**src/hw/rtl/bmirq_pkg.sv**
```systemverilog
// ----------------------------------------------------------------------------
// Bank mapper package
// Shared widths, address decode codes, request types and helper functions.
// ----------------------------------------------------------------------------
package bmirq_pkg;

    localparam int TICKS_PER_COUNT = 3;

    localparam int ADDR_W    = 16;
    localparam int DATA_W    = 8;
    localparam int CYC_W     = 4;
    localparam int CNT_W     = 16;
    localparam int NIB_W     = 4;
    localparam int BANK_W    = 8;
    localparam int PRG_BANKS = 3;
    localparam int CHR_BANKS = 8;
    localparam int CHR_IDX_W = 3;
    localparam int PAGE_W    = 9;
    localparam int MIRROR_W  = 2;
    localparam int WSEL_W    = 2;

    localparam logic [PAGE_W-1:0] PAGE_RESET = 9'd256;

    localparam int PRESCALE_W = (TICKS_PER_COUNT > 1) ? $clog2(TICKS_PER_COUNT) : 1;
    localparam int ACC_MAX    = (TICKS_PER_COUNT - 1) + ((1 << CYC_W) - 1);
    localparam int ACC_W      = $clog2(ACC_MAX + 1);
    localparam int UNITS_MAX  = ACC_MAX / TICKS_PER_COUNT;
    localparam int UNITS_W    = (UNITS_MAX > 1) ? $clog2(UNITS_MAX + 1) : 1;

    localparam int S_TDATA_W = 32;
    localparam int M_TDATA_W = 104;
    localparam int M_USED_W  = 4 * BANK_W + 2 * 32 + MIRROR_W + 1;

    // Upper address nibble regions
    localparam logic [3:0] REG_PRG01     = 4'h8;
    localparam logic [3:0] REG_PRG2      = 4'h9;
    localparam logic [3:0] REG_CHR_FIRST = 4'hA;
    localparam logic [3:0] REG_CHR_LAST  = 4'hD;
    localparam logic [3:0] REG_RELOAD    = 4'hE;
    localparam logic [3:0] REG_CTRL      = 4'hF;

    // Low address bits within the control region
    localparam logic [1:0] SUB_LOAD   = 2'd0;
    localparam logic [1:0] SUB_CTRL   = 2'd1;
    localparam logic [1:0] SUB_MIRROR = 2'd2;

    // Counter width selections
    localparam logic [WSEL_W-1:0] WSEL_4  = 2'd0;
    localparam logic [WSEL_W-1:0] WSEL_8  = 2'd1;
    localparam logic [WSEL_W-1:0] WSEL_12 = 2'd2;
    localparam logic [WSEL_W-1:0] WSEL_16 = 2'd3;

    typedef struct packed {
        logic              mode;
        logic [ADDR_W-1:0] address;
        logic [DATA_W-1:0] value;
        logic [CYC_W-1:0]  cycles;
    } t_item;

    typedef struct packed {
        logic              tick;
        logic [CYC_W-1:0]  cycles;
        logic              load_count;
        logic              set_ctrl;
        logic              enable;
        logic [WSEL_W-1:0] width_sel;
        logic              set_reload;
        logic [1:0]        reload_idx;
        logic [NIB_W-1:0]  nibble;
    } t_irq_req;

    function automatic logic [CNT_W-1:0] width_mask(input logic [WSEL_W-1:0] sel);
        logic [CNT_W-1:0] m;
        case (sel)
            WSEL_4:  m = 16'h000F;
            WSEL_8:  m = 16'h00FF;
            WSEL_12: m = 16'h0FFF;
            default: m = 16'hFFFF;
        endcase
        return m;
    endfunction

    function automatic logic [UNITS_W-1:0] tick_units(input logic [ACC_W-1:0] acc);
        logic [UNITS_W-1:0] u;
        u = '0;
        for (int k = 1; k <= UNITS_MAX; k++) begin
            if (int'(acc) >= k * TICKS_PER_COUNT) begin
                u = u + 1'b1;
            end
        end
        return u;
    endfunction

    function automatic logic [BANK_W-1:0] set_nibble(input logic [BANK_W-1:0] old,
                                                     input logic              high,
                                                     input logic [NIB_W-1:0]  nib);
        logic [BANK_W-1:0] r;
        if (high) begin
            r = {nib, old[NIB_W-1:0]};
        end else begin
            r = {old[BANK_W-1:NIB_W], nib};
        end
        return r;
    endfunction

endpackage

```
**src/hw/rtl/bmirq_in_stage.sv**
```systemverilog
// ----------------------------------------------------------------------------
// Bank mapper input stage
// Registers one incoming request and holds it until the update stage takes it.
// ----------------------------------------------------------------------------
module bmirq_in_stage (
    input  logic            i_clk,
    input  logic            i_rst_n,
    input  logic            i_valid,
    output logic            o_ready,
    input  bmirq_pkg::t_item i_item,
    input  logic            i_advance,
    output logic            o_valid,
    output bmirq_pkg::t_item o_item
);
    import bmirq_pkg::*;

    logic  r_valid;
    t_item r_item;
    logic  n_valid;

    assign o_ready = !r_valid || i_advance;
    assign n_valid = (i_valid && o_ready) || (r_valid && !i_advance);

    always_ff @(posedge i_clk) begin
        if (!i_rst_n) begin
            r_valid <= 1'b0;
        end else begin
            r_valid <= n_valid;
        end
    end

    always_ff @(posedge i_clk) begin
        if (i_valid && o_ready) begin
            r_item <= i_item;
        end
    end

    assign o_valid = r_valid;
    assign o_item  = r_item;

endmodule

```
**src/hw/rtl/bmirq_bank_regs.sv**
```systemverilog
// ----------------------------------------------------------------------------
// Bank mapper bank registers
// Decodes bus write requests, holds the program, character and mirroring
// registers and passes counter requests on to the interrupt counter.
// ----------------------------------------------------------------------------
module bmirq_bank_regs (
    input  logic                                                  i_clk,
    input  logic                                                  i_rst_n,
    input  logic                                                  i_en,
    input  bmirq_pkg::t_item                                      i_item,
    output logic [bmirq_pkg::PRG_BANKS-1:0][bmirq_pkg::BANK_W-1:0] o_prg,
    output logic [bmirq_pkg::CHR_BANKS-1:0][bmirq_pkg::BANK_W-1:0] o_chr,
    output logic [bmirq_pkg::MIRROR_W-1:0]                         o_mirror,
    output bmirq_pkg::t_irq_req                                   o_irq_req
);
    import bmirq_pkg::*;

    logic [PRG_BANKS-1:0][BANK_W-1:0] r_prg;
    logic [PRG_BANKS-1:0][BANK_W-1:0] n_prg;
    logic [CHR_BANKS-1:0][BANK_W-1:0] r_chr;
    logic [CHR_BANKS-1:0][BANK_W-1:0] n_chr;
    logic [MIRROR_W-1:0]              r_mirror;
    logic [MIRROR_W-1:0]              n_mirror;

    logic             wr;
    logic [3:0]       region;
    logic             hi_nib;
    logic [1:0]       sub;
    logic [NIB_W-1:0] nib;
    logic [3:0]       chr_off;
    logic [CHR_IDX_W-1:0] chr_idx;
    logic [1:0]       prg_idx;
    logic [DATA_W-1:0] val;
    logic [WSEL_W-1:0] wsel;

    assign wr      = i_en && !i_item.mode && i_item.address[ADDR_W-1];
    assign region  = i_item.address[ADDR_W-1:ADDR_W-4];
    assign sub     = i_item.address[1:0];
    assign hi_nib  = i_item.address[0];
    assign val     = i_item.value;
    assign nib     = val[NIB_W-1:0];
    assign chr_off = region - REG_CHR_FIRST;
    assign chr_idx = {chr_off[1:0], i_item.address[1]};
    assign prg_idx = {1'b0, i_item.address[1]};

    always_comb begin
        if (val[3]) begin
            wsel = WSEL_4;
        end else if (val[2]) begin
            wsel = WSEL_8;
        end else if (val[1]) begin
            wsel = WSEL_12;
        end else begin
            wsel = WSEL_16;
        end
    end

    always_comb begin
        n_prg    = r_prg;
        n_chr    = r_chr;
        n_mirror = r_mirror;

        o_irq_req            = '0;
        o_irq_req.tick       = i_en && i_item.mode;
        o_irq_req.cycles     = i_item.cycles;
        o_irq_req.enable     = val[0];
        o_irq_req.width_sel  = wsel;
        o_irq_req.reload_idx = sub;
        o_irq_req.nibble     = nib;

        if (wr) begin
            if (region == REG_PRG01) begin
                n_prg[prg_idx] = set_nibble(r_prg[prg_idx], hi_nib, nib);
            end else if (region == REG_PRG2) begin
                if (!i_item.address[1]) begin
                    n_prg[2] = set_nibble(r_prg[2], hi_nib, nib);
                end
            end else if (region >= REG_CHR_FIRST && region <= REG_CHR_LAST) begin
                n_chr[chr_idx] = set_nibble(r_chr[chr_idx], hi_nib, nib);
            end else if (region == REG_RELOAD) begin
                o_irq_req.set_reload = 1'b1;
            end else begin
                case (sub)
                    SUB_LOAD:   o_irq_req.load_count = 1'b1;
                    SUB_CTRL:   o_irq_req.set_ctrl   = 1'b1;
                    SUB_MIRROR: n_mirror             = val[MIRROR_W-1:0];
                    default:    n_mirror             = r_mirror;
                endcase
            end
        end
    end

    always_ff @(posedge i_clk) begin
        if (!i_rst_n) begin
            r_prg    <= '0;
            r_chr    <= '0;
            r_mirror <= '0;
        end else begin
            r_prg    <= n_prg;
            r_chr    <= n_chr;
            r_mirror <= n_mirror;
        end
    end

    assign o_prg    = r_prg;
    assign o_chr    = r_chr;
    assign o_mirror = r_mirror;

endmodule

```
**src/hw/rtl/bmirq_irq_counter.sv**
```systemverilog
// ----------------------------------------------------------------------------
// Bank mapper interrupt counter
// Prescaler, reload value and width-masked down counter that raises the
// interrupt line when the masked part of the counter underflows.
// ----------------------------------------------------------------------------
module bmirq_irq_counter (
    input  logic                i_clk,
    input  logic                i_rst_n,
    input  bmirq_pkg::t_irq_req i_req,
    output logic                o_irq
);
    import bmirq_pkg::*;

    logic [CNT_W-1:0]      r_reload;
    logic [CNT_W-1:0]      n_reload;
    logic [CNT_W-1:0]      r_count;
    logic [CNT_W-1:0]      n_count;
    logic [WSEL_W-1:0]     r_width_sel;
    logic [WSEL_W-1:0]     n_width_sel;
    logic                  r_enable;
    logic                  n_enable;
    logic [PRESCALE_W-1:0] r_prescale;
    logic [PRESCALE_W-1:0] n_prescale;
    logic                  r_irq;
    logic                  n_irq;

    logic [CNT_W-1:0]   mask;
    logic [CNT_W-1:0]   masked;
    logic [CNT_W-1:0]   low;
    logic [ACC_W-1:0]   acc;
    logic [UNITS_W-1:0] units;
    logic [ACC_W-1:0]   rem;
    logic               underflow;

    assign mask      = width_mask(r_width_sel);
    assign masked    = r_count & mask;
    assign acc       = ACC_W'(r_prescale) + ACC_W'(i_req.cycles);
    assign units     = tick_units(acc);
    assign rem       = acc - ACC_W'(int'(units) * TICKS_PER_COUNT);
    assign low       = (masked - CNT_W'(units)) & mask;
    assign underflow = masked < CNT_W'(units);

    always_comb begin
        n_reload    = r_reload;
        n_count     = r_count;
        n_width_sel = r_width_sel;
        n_enable    = r_enable;
        n_prescale  = r_prescale;
        n_irq       = r_irq;

        if (i_req.tick && r_enable) begin
            n_prescale = PRESCALE_W'(rem);
            n_count    = (r_count & ~mask) | low;
            n_irq      = r_irq || underflow;
        end
        if (i_req.set_reload) begin
            n_reload[i_req.reload_idx*NIB_W +: NIB_W] = i_req.nibble;
        end
        if (i_req.load_count) begin
            n_count = r_reload;
            n_irq   = 1'b0;
        end
        if (i_req.set_ctrl) begin
            n_enable    = i_req.enable;
            n_width_sel = i_req.width_sel;
            n_irq       = 1'b0;
        end
    end

    always_ff @(posedge i_clk) begin
        if (!i_rst_n) begin
            r_reload    <= '0;
            r_count     <= '0;
            r_width_sel <= WSEL_16;
            r_enable    <= 1'b0;
            r_prescale  <= '0;
            r_irq       <= 1'b0;
        end else begin
            r_reload    <= n_reload;
            r_count     <= n_count;
            r_width_sel <= n_width_sel;
            r_enable    <= n_enable;
            r_prescale  <= n_prescale;
            r_irq       <= n_irq;
        end
    end

    assign o_irq = r_irq;

endmodule

```
**src/hw/rtl/bank_mapper_with_irq_counter_unit.sv**
```systemverilog
// ----------------------------------------------------------------------------
// Bank mapper with interrupt counter
// Top level: stream ports, APB page count register and the result register.
// ----------------------------------------------------------------------------
// Each accepted request (a bus write or a tick of elapsed cycles) produces
// exactly one result carrying the full bank mapping, mirroring and interrupt
// line as they stand after that request. A request is registered on entry and
// applied to the mapping and counter registers when the output can advance,
// and these then hold the result until it is taken. The block accepts one
// request every cycle while the output is not stalled. The page count register
// should only be written while no request is in flight.
module bank_mapper_with_irq_counter_unit (
    input  logic                            i_clk,
    input  logic                            i_rst_n,
    // Slave side
    input  logic                            i_s_axis_tvalid,
    output logic                            o_s_axis_tready,
    // address [15:0], value [23:16], cycles [27:24], zero fill [31:28]
    input  logic [bmirq_pkg::S_TDATA_W-1:0] i_s_axis_tdata,
    // mode [0]
    input  logic                            i_s_axis_tuser,
    // Master side
    output logic                            o_m_axis_tvalid,
    input  logic                            i_m_axis_tready,
    // prg_bank_8000 [7:0], prg_bank_a000 [15:8], prg_bank_c000 [23:16],
    // prg_bank_e000 [31:24], chr_banks_low [63:32], chr_banks_high [95:64],
    // mirroring [97:96], irq_line [98], zero fill [103:99]
    output logic [bmirq_pkg::M_TDATA_W-1:0] o_m_axis_tdata,
    // APB configuration port
    input  logic                            psel,
    input  logic                            penable,
    input  logic                            pwrite,
    input  logic [2:0]                      paddr,
    input  logic [31:0]                     pwdata,
    output logic [31:0]                     prdata,
    output logic                            pready
);
    import bmirq_pkg::*;

    localparam logic [2:0] ADDR_PAGE_COUNT = 3'd0;

    t_item    in_item;
    t_item    st_item;
    logic     st_valid;
    logic     advance;
    logic     fire;
    t_irq_req irq_req;
    logic     irq;

    logic [PRG_BANKS-1:0][BANK_W-1:0] prg;
    logic [CHR_BANKS-1:0][BANK_W-1:0] chr;
    logic [MIRROR_W-1:0]              mirror;

    logic              r_out_valid;
    logic [PAGE_W-1:0] r_page_count;
    logic [PAGE_W-1:0] n_page_count;
    logic [BANK_W-1:0] last_bank;

    assign in_item.mode    = i_s_axis_tuser;
    assign in_item.address = i_s_axis_tdata[15:0];
    assign in_item.value   = i_s_axis_tdata[23:16];
    assign in_item.cycles  = i_s_axis_tdata[27:24];

    assign advance = !r_out_valid || i_m_axis_tready;
    assign fire    = st_valid && advance;

    bmirq_in_stage u_in_stage (
        .i_clk     (i_clk),
        .i_rst_n   (i_rst_n),
        .i_valid   (i_s_axis_tvalid),
        .o_ready   (o_s_axis_tready),
        .i_item    (in_item),
        .i_advance (advance),
        .o_valid   (st_valid),
        .o_item    (st_item)
    );

    bmirq_bank_regs u_bank_regs (
        .i_clk     (i_clk),
        .i_rst_n   (i_rst_n),
        .i_en      (fire),
        .i_item    (st_item),
        .o_prg     (prg),
        .o_chr     (chr),
        .o_mirror  (mirror),
        .o_irq_req (irq_req)
    );

    bmirq_irq_counter u_irq_counter (
        .i_clk   (i_clk),
        .i_rst_n (i_rst_n),
        .i_req   (irq_req),
        .o_irq   (irq)
    );

    always_comb begin
        n_page_count = r_page_count;
        if (psel && penable && pwrite && pready && paddr == ADDR_PAGE_COUNT) begin
            n_page_count = pwdata[PAGE_W-1:0];
        end
    end

    always_ff @(posedge i_clk) begin
        if (!i_rst_n) begin
            r_out_valid  <= 1'b0;
            r_page_count <= PAGE_RESET;
        end else begin
            r_page_count <= n_page_count;
            if (advance) begin
                r_out_valid <= st_valid;
            end
        end
    end

    assign pready = 1'b1;
    assign prdata = (paddr == ADDR_PAGE_COUNT) ? {{(32 - PAGE_W){1'b0}}, r_page_count} : '0;

    assign last_bank = BANK_W'(r_page_count - PAGE_W'(1));

    assign o_m_axis_tvalid = r_out_valid;
    assign o_m_axis_tdata  = {{(M_TDATA_W - M_USED_W){1'b0}}, irq, mirror,
                              chr[7], chr[6], chr[5], chr[4],
                              chr[3], chr[2], chr[1], chr[0],
                              last_bank, prg[2], prg[1], prg[0]};

endmodule
```
**config.mk**
```make
export PLATFORM = sky130hd
export DESIGN_NAME = bank_mapper_with_irq_counter_unit
export DESIGN_NICKNAME = d
export VERILOG_FILES = /design/src/hw/rtl/bmirq_pkg.sv /design/src/hw/rtl/bmirq_in_stage.sv /design/src/hw/rtl/bmirq_bank_regs.sv /design/src/hw/rtl/bmirq_irq_counter.sv /design/src/hw/rtl/bank_mapper_with_irq_counter_unit.sv
export SDC_FILE = /design/constraint.sdc
export NUM_CORES = 1
export LEC_CHECK = 0
export ABC_CLOCK_PERIOD_IN_PS = 9000
export BUFFER_PORTS_ARGS = -buffer_cell sky130_fd_sc_hd__buf_4
export CAP_MARGIN = 20
export CELL_PAD_IN_SITES_DETAIL_PLACEMENT = 0
export CELL_PAD_IN_SITES_GLOBAL_PLACEMENT = 1
export CORE_ASPECT_RATIO = 0.5
export CORE_MARGIN = 2
export CORE_UTILIZATION = 42
export DETAILED_ROUTE_END_ITERATION = 10
export PLACE_DENSITY = 0.95
export SLEW_MARGIN = 20
export SYNTH_ARGS = -nofsm -noshare
export SYNTH_HDL_FRONTEND = slang
export SYNTH_SLANG_ARGS = --single-unit
```
**constraint.sdc**
```tcl
create_clock -name i_clk -period 9 [get_ports i_clk]
set_input_delay 1.8 -clock i_clk [delete_from_list [all_inputs] [get_ports i_clk]]
set_output_delay 1.8 -clock i_clk [all_outputs]
set_load 0.02 [all_outputs]
```
After elaboration in Yosys (flattened, before gate mapping) --
Cells that the tools add are included.
Word-level totals: flip-flop bits (word level) 164, bits of input ports 75, output and inout port bits 139, logic and storage cells 150
Operators by class: $add $sub $neg 10, $mul 1, order comparisons 12, equality and inequality tests 9, shift operators 2, mux-type cells 47, bitwise operators 10, reduce and logical (&&, ||, !) cells 33
Operator list (count):
- 8-bit two-way mux | 17
- 64-bit bitwise mux | 1
- 16-bit AND | 3
- 16-bit one-hot mux with 3 select lines | 1
- 4-bit negation with 34-bit output | 1
- 4-bit by 34-bit variable shift with 16-bit output, first input constant | 1
- 4-bit by 34-bit variable part select with 16-bit output | 1
- 16-bit two-way mux | 2
- 8-bit binary-select mux with 3-bit select | 1
- 24-bit bitwise mux | 1
- 8-bit demux with 3-bit select | 1
- 16-bit bitwise mux | 1
- 16-bit by 3-bit less-than comparator with 1-bit output | 1
- 16-bit NOT | 1
- 16-bit bitwise OR | 1
- 16-bit by 3-bit subtractor with 16-bit output | 1
- 5-bit by 4-bit greater-or-equal comparator with 1-bit output, second input constant | 3
- 2-bit two-way mux | 7
- 1-bit logical AND | 13
- 4-bit equality test, second input constant | 3
- 3-bit two-way mux | 4
- 4-bit AND reduction | 3
- 3-bit by 1-bit adder with 3-bit output, second input constant | 3
- 1-bit two-way mux | 9
- other kinds (28) | 44

Depth between registers and ports, before layout --
depth in word-level cells 16, depth in mapped cells 26, gate-level depth less buffers 25

By module --
From an unflattened synthesis, not the netlist that was laid out.
Second synthesis, totals: cell total of the unflattened synthesis 855, area total of the unflattened synthesis 8426.8 um2
Modules (own cells, without submodules):
- bmirq_bank_regs | times used 1, cells an instance 440, area an instance 4267.8 um2, sequential area each 1801.7 um2
- bmirq_irq_counter | times used 1, cells an instance 274, area an instance 2394.8 um2, sequential area each 760.7 um2
- bmirq_in_stage | times used 1, cells an instance 34, area an instance 928.4 um2, sequential area each 890.9 um2
- bank_mapper_with_irq_counter_unit | times used 1, cells an instance 107, area an instance 835.8 um2, sequential area each 200.2 um2

Least setup slack after synthesis --
OpenSTA, ideal clock, no wires.
path type register to register, from register u_in_stage.r_item, in the netlist u_in_stage.o_item[0], to register with a tool-made name, library setup time 132 ps, data arrival time 4605 ps, required time 8868 ps, setup slack 4263 ps, cell stages (with the launch flop) 24, buffers on the path 1, period minus slack after synthesis 4737 ps, cell sequence edfxtp_1 -> ha_1 -> fa_1 -> buf_4 -> xor2_2 -> nand2_1 -> nand3_1 -> inv_1 -> ha_1 -> xnor2_4 -> inv_1 -> ha_1 -> inv_1 -> a21oi_1 -> ha_1 -> mux2i_1 -> a21o_1 -> ha_1 -> nor2b_1 -> o21ai_1 -> o2111ai_2 -> or4_1 -> a32oi_1 -> a21oi_1
RTL lines:
- from (decl) | RTL line bmirq_in_stage.sv:18 | t_item r_item;
- from (signal assigned) | RTL line bmirq_in_stage.sv:34 | r_item <= i_item;

==> summary.md <==
| Metric | Value |
|---|---|
| Avg Vias per Cell | `5.50` |
| Lkg Pwr | `3.87 nW` |
| Worst hold path type | `register to register` |
| Worst slew margin | `34.3%` |
| Asr flop ratio synth | `0%` |
| Antenna violations before repair | `0` |
| Vias in the first global route | `6351` |
| Number of port buffers | `143` |
| Multi-input gate area | `4180 µm²` |
| Setup Fix Bufs, Post-CTS | `0` |
| Synth Cell Area | `7890 µm²` |
| Vias | `6907` |
| Root buffer cell | `clkbuf_16` |
| First-pass GRT wire length | `33000 µm` |
| Critical path class | `register to register` |
| Boundary Pins | `214` |
| Setup ws final | `3670 ps` |
| GPL Wtd Cong | `0.832` |
| Pwr Density | `165 nW/µm²` |
| Final antenna diode count | `0` |
| Largest cells by area after synthesis | `dfxtp_1 (35%), mux2i_1 (11%), edfxtp_1 (5.7%)` |
| Reg2Reg Setup Slack | `3670 ps` |
| Critical Path RT | `9270 ps` |
| Clock Path Buffers | `2` |
| Hold Path Depth | `2` |
| Largest net degree at the start of global routing | `72` |
| Final Cycle Share | `59.2%` |
| Cell with the most instances after synthesis | `dfxtp_1` |
| Total GRT Usage | `20.9%` |
| Final number of hold-violating endpoints | `0` |
| Number of fill cells | `1650` |
| Worst Hold Launch | `u_irq_counter.r_reload[14]` |
| Max_cap viols | `0` |
| Pwr Total | `1.57 mW` |
| Final min period | `5330 ps` |
| Critical Path End Type | `register` |
| Syn Inst Count | `891` |
| Warnings from Yosys | `0` |
| Register area | `3230 µm²` |
| Top post-synthesis cells by count | `dfxtp_1 (139), nand2_1 (116), nor2_1 (112), mux2i_1 (90), a21oi_1 (81)` |
| Initial Util | `42.9%` |
| Flops & latches, synth | `154` |
| Setup TNS | `0 ps` |
| Global route overflow | `0` |
| Number of flops mapped to enable cells by yosys | `15` |
| Hold worst-path end | `u_irq_counter.r_reload[14]` |
| Yosys cell types | `72` |
| CTS tree | `built` |
| Unrepaired setup endpoints after global routing | `false` |
| Die span in x | `198 µm` |
| Routed wire per std cell | `16.9 µm` |
| Worst Path Max Fanout | `7` |
| FP Rows | `35` |
| Clk_skew | `11.5 ps` |
| Worst Tran Pin Value | `986 ps` |
| Max Clk Rate | `188 MHz` |
| Sequential share of the synthesized area | `41.0%` |
| Area delta synth->final | `20.3%` |
| Reg2reg start | `u_in_stage.o_item[0]` |
| DRC Markers | `0` |
| Final Core Density | `51.6%` |
| 1st-pass router iterations | `5` |
| CP arrival | `5600 ps` |
| Core area | `18400 µm²` |
| Status | `finished clean` |
| Place WS | `3690 ps` |
| Post-cts sizing count | `0` |
| Clk_lat worst skew | `420 ps` |
| Die Footprint | `20000 µm²` |
| Final Slew Violations | `0` |
| Clock slew at reported path FFs | `60 ps` |
| Htree depth | `4` |
| Layout cells sized above 1 | `21.9%` |
| Main synth FF type | `dfxtp_1` |
| Post-route ant nets | `0` |
| Final HPWL from detailed placement | `14700 µm` |
| CTS Sinks | `154` |
| First DRT Iteration DRCs | `543` |
| Hold Buf Count CTS | `0` |
| Post-synth top area share | `35.3%` |
| Startpoint Class | `register` |
| Worst r2r path cells | `23` |
| Worst VDD drop | `95.8 µV` |
| Drt total wl | `21200 µm` |
| Num CTS Buffers | `17` |
| Area leader, netlist | `dfxtp_1` |
| Nets | `1096` |
| Mean Syn Cell Area | `8.86 µm²` |
| Setup violators final | `0` |
| Die H | `101 µm` |
==> critical path: stages, from the launching register on <==
cell and delay (ps):
edfxtp_1 390, ha_1 260, fa_1 550, xor2_2 230, nand2_1 70, nand3_1 110
inv_1 50, ha_1 360, xnor2_4 230, inv_1 60, ha_1 290, inv_1 40
a21oi_1 150, ha_1 250, mux2i_1 210, a21o_1 170, ha_1 220, nor2b_1 130
o21ai_1 300, o2111ai_2 250, a2111oi_0 560, o21ai_0 140, nand2_1 90, a21oi_1 50
==> cell type report <==
type / instances / share of cell area (%)
Inverter: 22 / 0.883
Sequential cell: 154 / 34.0
Timing Repair Buffer: 148 / 11.7
Clock inverter: 10 / 1.12
Tap cell: 240 / 3.16
Clock buffer: 22 / 5.10
Multi-Input combinational cell: 660 / 44.0
==> layer usage <==
metal	global-route usage, %	share of wire, %	wire length, µm	up-vias
li1	-	-	-	3266
met1	27.7	44	9360	3329
met2	35.3	48	10200	279
met3	2.98	6.0	1280	33
met4	6.82	1.7	363	0
met5	0	0	0	-
==> cell usage in the layout, fill, tap and decap left out, drive strengths merged, types with 5 or more instances in the layout <==
| cell type | count |
|---|---|
| dfxtp | 139 |
| and2 | 14 |
| mux4 | 5 |
| conb | 29 |
| a221oi | 6 |
| nand3 | 39 |
| nand2b | 5 |
| xnor2 | 7 |
| nor2b | 6 |
| nand2 | 118 |
| xor2 | 9 |
| a21oi | 86 |
| inv | 25 |
| buf | 148 |
| mux2i | 91 |
| edfxtp | 15 |
| o21ai | 23 |
| ha | 16 |
| o211ai | 5 |
| clkbuf | 22 |
| nand4 | 18 |
| nor3b | 7 |
| nor3 | 12 |
| nor2 | 115 |
==> worst max path at each step <==
stage | start | endpoint | slack [ps] | cells past startpoint
global placement | u_in_stage.o_item[0] | register | 3850 | 23
finish | u_in_stage.o_item[0] | register | 3670 | 23
CTS | u_in_stage.o_item[0] | register | 3670 | 23
global route | u_in_stage.o_item[0] | register | 3090 | 23
floorplan | u_in_stage.o_item[0] | register | 4260 | 23
detailed placement | u_in_stage.o_item[0] | register | 3690 | 23
==> per-stage QoR <==
stage          instances  hold WS [ps]  instance area [µm²]
6_report            1256           458                 9500
4_1_cts             1256           458                 9500
2_1_floorplan        918           432                 7990
5_1_grt             1256           477                 9500
3_5_place_dp        1224           450                 8900
3_3_place_gp        1224           443                 8900
==> state kept, by name (all words and copies together) (netlist names), named ones only <==
signal                     flops
o_m_axis_tvalid                1
u_in_stage.o_valid             1
u_in_stage.o_item             15
u_bank_regs.o_mirror           2
u_bank_regs.o_chr             64
u_irq_counter.o_irq            1
r_page_count                   9
u_irq_counter.r_enable         1
u_irq_counter.r_reload        16
u_irq_counter.r_prescale       2
u_irq_counter.r_count          4
u_irq_counter.r_width_sel      2
u_bank_regs.o_prg             24
==> kinds of logic (layout without fill, tap and decap cells) <==
group | after synthesis | count (layout) | share of synthesized area [%]
xor+xnor | 16 | 16 | 2.11
fa+ha+maj | 18 | 18 | 3.04
simple gates | 351 | 351 | 21.1
other cells | 2 | 29 | 0.0952
flops | 154 | 154 | 41.0
compound gates | 149 | 149 | 12.1
mux | 97 | 97 | 13.2
buf+inv | 104 | 202 | 7.39
==> where the power goes <==
part,switching (mW),leakage [nW],internal (mW)
logic,0.0950,2.32,0.0499
registers,0.0122,1.27,0.699
clock network,0.297,0.284,0.415
total,0.404,3.87,1.16
Note: power is estimated with default switching activity, not from simulation.
